## config.mk

```make
export PLATFORM = sky130hd
export DESIGN_NAME = lzwd_ctrl
export DESIGN_NICKNAME = d
export VERILOG_FILES = /design/src/hdl/lzwd_pkg.sv /design/src/hdl/lzwd_ctrl.sv
export SDC_FILE = /design/constraint.sdc
export NUM_CORES = 1
export LEC_CHECK = 0
export BUFFER_PORTS_ARGS = -buffer_cell sky130_fd_sc_hd__buf_4
export CORE_AREA = 2 2 39 41
export DETAILED_ROUTE_END_ITERATION = 10
export DIE_AREA = 0 0 41 43
export SLEW_MARGIN = 0
export SYNTH_ARGS = -nofsm -noshare
export SYNTH_HDL_FRONTEND = slang
export SYNTH_SLANG_ARGS = --single-unit
export TNS_END_PERCENT = 5
```

## constraint.sdc

```tcl
create_clock -name clk -period 2.7 [get_ports clk]
set_input_delay 0.54 -clock clk [delete_from_list [all_inputs] [get_ports clk]]
set_output_delay 0.54 -clock clk [all_outputs]
set_load 0.02 [all_outputs]
```

## src/hdl/lzwd_pkg.sv

```systemverilog
// Shared types and constants for the LZ77 window decompressor.
// Used by lzwd_ctrl, lzwd_dpath and the top level. No dependencies.
`timescale 1ns / 1ps
`default_nettype none

package lzwd_pkg;

  localparam int WINDOW_DEPTH = 4096;
  localparam int WIN_AW       = $clog2(WINDOW_DEPTH);
  localparam int BYTE_W       = 8;
  localparam int LEN_W        = 24;
  localparam int FLAG_BITS    = 8;
  localparam int FCNT_W       = 4;
  localparam int MLEN_W       = 5;
  localparam int MIN_MATCH    = 3;

  typedef enum logic [2:0] {
    ST_FLAG,
    ST_TOKEN,
    ST_MATCH2,
    ST_COPY_RD,
    ST_COPY_WR
  } state_t;

  // Commands from the controller to the datapath.
  typedef struct packed {
    logic load_flags;
    logic save_first;
    logic start_match;
    logic lit_emit;
    logic copy_rd;
    logic copy_emit;
    logic next_tok;
  } cmd_t;

  // Status from the datapath to the controller.
  typedef struct packed {
    logic tok_is_match;
    logic rem_zero;
    logic flags_one;
    logic slot_free;
    logic copy_end;
  } sts_t;

endpackage

`default_nettype wire

```

## src/hdl/lzwd_ctrl.sv

```systemverilog
// Parser and copy sequencer for the LZ77 window decompressor.
// Depends on lzwd_pkg; drives lzwd_dpath through cmd_t and reads sts_t.
`timescale 1ns / 1ps
`default_nettype none

module lzwd_ctrl (
  input  wire logic          clk,
  input  wire logic          rst_n,
  input  wire logic          cfg_we,
  input  wire logic          in_tvalid,
  output logic               in_tready,
  input  wire lzwd_pkg::sts_t sts,
  output lzwd_pkg::cmd_t     cmd
);

  lzwd_pkg::state_t state_r, state_nxt;
  logic accept;
  logic take;

  assign in_tready = ((state_r == lzwd_pkg::ST_FLAG) || (state_r == lzwd_pkg::ST_TOKEN) ||
                      (state_r == lzwd_pkg::ST_MATCH2)) && sts.slot_free;
  assign accept = in_tvalid && in_tready;
  // Beats that arrive after the stream has finished are consumed and dropped.
  assign take = accept && !sts.rem_zero;

  always_ff @(posedge clk) begin
    if (!rst_n) begin
      state_r <= lzwd_pkg::ST_FLAG;
    end else begin
      state_r <= state_nxt;
    end
  end

  always_comb begin
    state_nxt = state_r;
    unique case (state_r)
      lzwd_pkg::ST_FLAG: begin
        if (take) state_nxt = lzwd_pkg::ST_TOKEN;
      end
      lzwd_pkg::ST_TOKEN: begin
        if (take) begin
          if (sts.tok_is_match) state_nxt = lzwd_pkg::ST_MATCH2;
          else state_nxt = sts.flags_one ? lzwd_pkg::ST_FLAG : lzwd_pkg::ST_TOKEN;
        end
      end
      lzwd_pkg::ST_MATCH2: begin
        if (take) state_nxt = lzwd_pkg::ST_COPY_RD;
      end
      lzwd_pkg::ST_COPY_RD: begin
        state_nxt = lzwd_pkg::ST_COPY_WR;
      end
      lzwd_pkg::ST_COPY_WR: begin
        if (sts.slot_free) begin
          if (sts.copy_end) state_nxt = sts.flags_one ? lzwd_pkg::ST_FLAG : lzwd_pkg::ST_TOKEN;
          else state_nxt = lzwd_pkg::ST_COPY_RD;
        end
      end
      default: state_nxt = lzwd_pkg::ST_FLAG;
    endcase
    if (cfg_we) state_nxt = lzwd_pkg::ST_FLAG;
  end

  always_comb begin
    cmd = '0;
    unique case (state_r)
      lzwd_pkg::ST_FLAG: begin
        cmd.load_flags = take;
      end
      lzwd_pkg::ST_TOKEN: begin
        cmd.save_first = take && sts.tok_is_match;
        cmd.lit_emit   = take && !sts.tok_is_match;
        cmd.next_tok   = take && !sts.tok_is_match;
      end
      lzwd_pkg::ST_MATCH2: begin
        cmd.start_match = take;
      end
      lzwd_pkg::ST_COPY_RD: begin
        cmd.copy_rd = 1'b1;
      end
      lzwd_pkg::ST_COPY_WR: begin
        cmd.copy_emit = sts.slot_free;
        cmd.next_tok  = sts.slot_free && sts.copy_end;
      end
      default: cmd = '0;
    endcase
  end

  a_rd_then_wr: assert property (@(posedge clk) disable iff (!rst_n)
    (state_r == lzwd_pkg::ST_COPY_RD) && !cfg_we |=> (state_r == lzwd_pkg::ST_COPY_WR))
    else $error("copy read not followed by copy write");

  a_one_action: assert property (@(posedge clk) disable iff (!rst_n)
    $onehot0({cmd.load_flags, cmd.save_first, cmd.start_match, cmd.lit_emit, cmd.copy_emit}))
    else $error("more than one datapath action in a cycle");

  a_copy_exit: assert property (@(posedge clk) disable iff (!rst_n)
    (state_r == lzwd_pkg::ST_COPY_WR) && sts.slot_free && sts.copy_end && !cfg_we
    |=> (state_r == lzwd_pkg::ST_FLAG) || (state_r == lzwd_pkg::ST_TOKEN))
    else $error("match copy did not return to parsing");

endmodule

`default_nettype wire

```

After elaboration in Yosys (flattened, before gate mapping) --
Index checks and enable logic that the tools add are counted.
Word-level totals: bits in registers 3, bits of input ports 9, output and inout bits 8, word-level logic and storage cells 38
Operators by class: equality and inequality tests 8, multiplexer cells 15, bitwise logic cells 1, reduce and logical (&&, ||, !) cells 13
Operators with widths (number):
- $pmux W3 S5 | 1
- $mux W3 | 4
- $ne A2 B2 Y1 const B | 4
- $mux W1 | 7
- $eq A3 B2 Y1 const B | 2
- $logic_and A1 B1 Y1 | 6
- $mux W2 | 2
- $reduce_and A4 Y1 | 1
- $eq A3 B1 Y1 const B | 1
- $eq A3 B3 Y1 const B | 1
- $logic_not A3 Y1 | 1
- $logic_not A1 Y1 | 2
- $logic_or A1 B1 Y1 | 2
- $pmux W1 S2 | 1
- $reduce_or A2 Y1 | 1
- $not A1 Y1 | 1

Depth between registers and ports, before layout --
depth in word-level cells 8, depth in mapped cells 5, depth with buffers taken out 4

Worst setup path before layout --
No wires, ideal clock.
kind input -> output, from input sts[3] in the netlist's numbering, to output cmd[0] in the netlist's numbering, arrival 1.714 ns, required time 2.160 ns, setup slack 0.446 ns, stages 4, path buffers 0, cell sequence nand3b_1 -> or2_1 -> nor4b_2 -> a21o_1
RTL lines:
- start: declaration | RTL line lzwd_ctrl.sv:12 | input wire lzwd_pkg::sts_t sts,
- end: declaration | RTL line lzwd_ctrl.sv:13 | output lzwd_pkg::cmd_t cmd

==> flow_summary_export.csv <==
group,metric,value,unit
finish,n_fill_cell,163,
synth,synthCells,36,
outcome,run_status,"finished, final reports clean",
power_and_ir_drop,combPwrFrac,0.157,
global_routing,track_usage,0.09027,
finish,syn_to_final_growth,49.12,%
global_routing,antenna_found_initial,0,
floorplanning,die_height,43,um
timing,tightest_slew,0.3469,ns
global_routing,grt-ovfl-total,0,
finish,final_common_cell,"buf_4",
clocking,clock_latency,0.23,ns
finish,utilization,0.3074,
floorplanning,rows,14,
finish,instances_no_fill,69,
global_routing,grt_pass1_vias,271,
placed_design,dpl-instance-area,399.1,sq um
floorplanning,start_util,0.2061,
synth,syn_area,285.3,sq um
power_and_ir_drop,totalPowerFinal,0.1457,mW
power_and_ir_drop,powerDensity,342.6,mW/mm^2
finish,largest_register_ffs,3,
floorplanning,die_w,41,um
timing,slew_violations,0,
setup_path,cp_max_fo,4,
drt,via_count,330,
flow_run,maxCapViolations,0,
power_and_ir_drop,leakage,0.1962,nW
finish,drive_above_1_share,0.4340,
finish,layout_common_cells,"16 x buf_4, 4 x nor2_1",
synth,avgSynthCellArea,7.924,sq um
drt,firstDrtPassIters,4,
clocking,cts_sinks,3,
timing,layout_min_cycle_time,2.183,ns
timing,finalCritPeriodShare,0.8086,
setup_path,worst_path_dominant_cell_family,"simple AND/OR/NAND/NOR gates",
finish,final_nets,63,
setup_path,reg2reg_from,"state_r[1]",
setup_path,cp_data_arrival_time,1.64,ns
power_and_ir_drop,p_int,0.1134,mW
setup_path,cp-end-kind,"output pin",
setup_path,start_kind,"input port",
power_and_ir_drop,clockPowerShare,0.530,
clocking,cts_resized,0,
timing,hold_ws,0.5834,ns
synth,yosys_warnings,0,
drt,initialDrtViolationCount,2,
clocking,clk_pin_slew,0.04,ns
floorplanning,core_region_area,0.001384,sq mm
finish,final_area,425.4,sq um
floorplanning,dieArea,0.001763,sq mm
timing,clock-skew-final,0.001169,ns
min_path,hp-class,"input port to flop",
setup_path,worstSetupPathType,"input port to output pin",
timing,fin_ws,0.5167,ns
finish,n_antenna_cell,0,
placed_design,hpwl,557.2,um
clocking,cts_tree,"done",
synth,yosys.cell_types.count,24,
clocking,numCtsBuffers,3,
placed_design,dp_cells,65,
drt,ant_nets,0,
global_routing,grt_max_degree,11,
synth,ys_ff_latch,3,
power_and_ir_drop,seqPwrFrac,0.313,
timing,setup_viol,0,
clocking,htreeDepth,1,
setup_path,critPathRequiredTime,2.16,ns
power_and_ir_drop,power.switching,0.03233,mW
floorplanning,ios,17,
placed_design,place_congestion,0.7799,
setup_path,max_stage_delay,0.28,ns
timing,rsz0062_at_grt,"no",
placed_design,portBuffers,16,
placed_design,pre_cts_slack,0.5077,ns
timing,timing.slew.headroom,0.7683,
setup_path,startpoint,"sts[3]",
setup_path,slowest_stage,"nor4b_2",
clocking,cts_hold_buf,0,
synth,syn_nets,45,
clocking,post_cts_buffers,0,
drt,drc_errors,0,
synth,ys_seq_area_frac,0.2105,
drt,wirelength,720,um
finish,regMostFlops,"state_r",
global_routing,grt_pass1_wl,1104,um
drt,wl_per_cell,10.43,um
timing,hold_viol_final,0,
setup_path,critical_path_buf_inv_count,2,
timing,fmax,458.0,MHz
timing,fin_setup_tns,0,ns
setup_path,path_cells,"buf_4, nand3b_1, or2_1, nor4b_2, a21o_1, buf_4",
clocking,cts_buffer_depth,2,
finish,top_regs,"state_r: 3 flops",
clocking,cts-root-buf,"clkbuf_4",
power_and_ir_drop,irDropWorstVdd,0.2418,mV
drt,viasPerCell,4.783,
power_and_ir_drop,switching_share,0.2218,
min_path,hp-start,"cfg_we",
setup_path,cpMostUsedCell,"buf_4",
[cell type report]
type / instances / area, sq um / share of cell area
inverters: 1 / 3.754 / 0.008824
repair buffers: 16 / 120.1 / 0.2824
multi-input cells: 29 / 195.2 / 0.4588
clock buffers: 4 / 26.28 / 0.06176
flip-flops and latches: 3 / 60.06 / 0.1412
well taps: 16 / 20.02 / 0.04706
[power groups by stage]
| stage | clock, mW | combinational [mW] | sequential (mW) |
|---|---|---|---|
| finish | 0.0772 | 0.0228 | 0.0457 |
| global route | 0.0880 | 0.0248 | 0.0457 |
| CTS | 0.0818 | 0.0231 | 0.0456 |
| detailed placement | 0 | 0.0229 | 0.0463 |
| global placement | 0 | 0.0228 | 0.0463 |
| floorplan | 0 | 0.0103 | 0.0457 |
[routing by layer]
layer  global-route usage  part of all wire  vias up
met4              0.02000                 0        0
met3              0.04712             0.086        0
li1                     -                 -      168
met2               0.1156              0.40       15
met5                    0                 0        -
met1               0.1314              0.51      147
[cell families (layout without fill, tap and decap cells)]
group | count (synthesis) | after routing | synth area share
AND/OR/NAND/NOR | 20 | 20 | 0.4649
buffers and inverters | 4 | 21 | 0.1052
AO/OA/AOI/OAI | 9 | 9 | 0.2193
flip-flops | 3 | 3 | 0.2105
[final timing paths]
check	end	slack, ns	depth (start not counted)
hold / removal	state_r[1]	0.58	3
setup reg to reg	state_r[0]	1.40	4
setup / recovery	cmd[0]	0.52	6
hold reg to reg	state_r[2]	0.65	2
[cells in the mapped netlist]
cell type,instances,share of area
inv_1,1,0.013
a211oi_1,1,0.026
nor4b_2,1,0.053
or2b_2,1,0.031
o32ai_1,1,0.031
and2_1,1,0.022
nor3_1,1,0.018
nand2_1,3,0.039
or2_1,1,0.022
nor2b_1,1,0.022
dfxtp_1,3,0.21
nor3b_1,3,0.079
buf_6,1,0.039
and3_4,1,0.039
or3_1,1,0.022
a31oi_1,1,0.022
a21oi_1,3,0.053
nand3b_1,1,0.026
buf_4,2,0.053
and4b_2,1,0.039
a221o_1,1,0.035
o31ai_1,1,0.026
nor2_1,4,0.053
a21o_1,1,0.026
[worst min-delay path: cells and delay by family]
kind / cells / cell delay [ns]
simple gates: 1 / 0.11
buf+inv: 1 / 0.07
compound gates: 1 / 0.04
(Power assumes the default switching activity.)
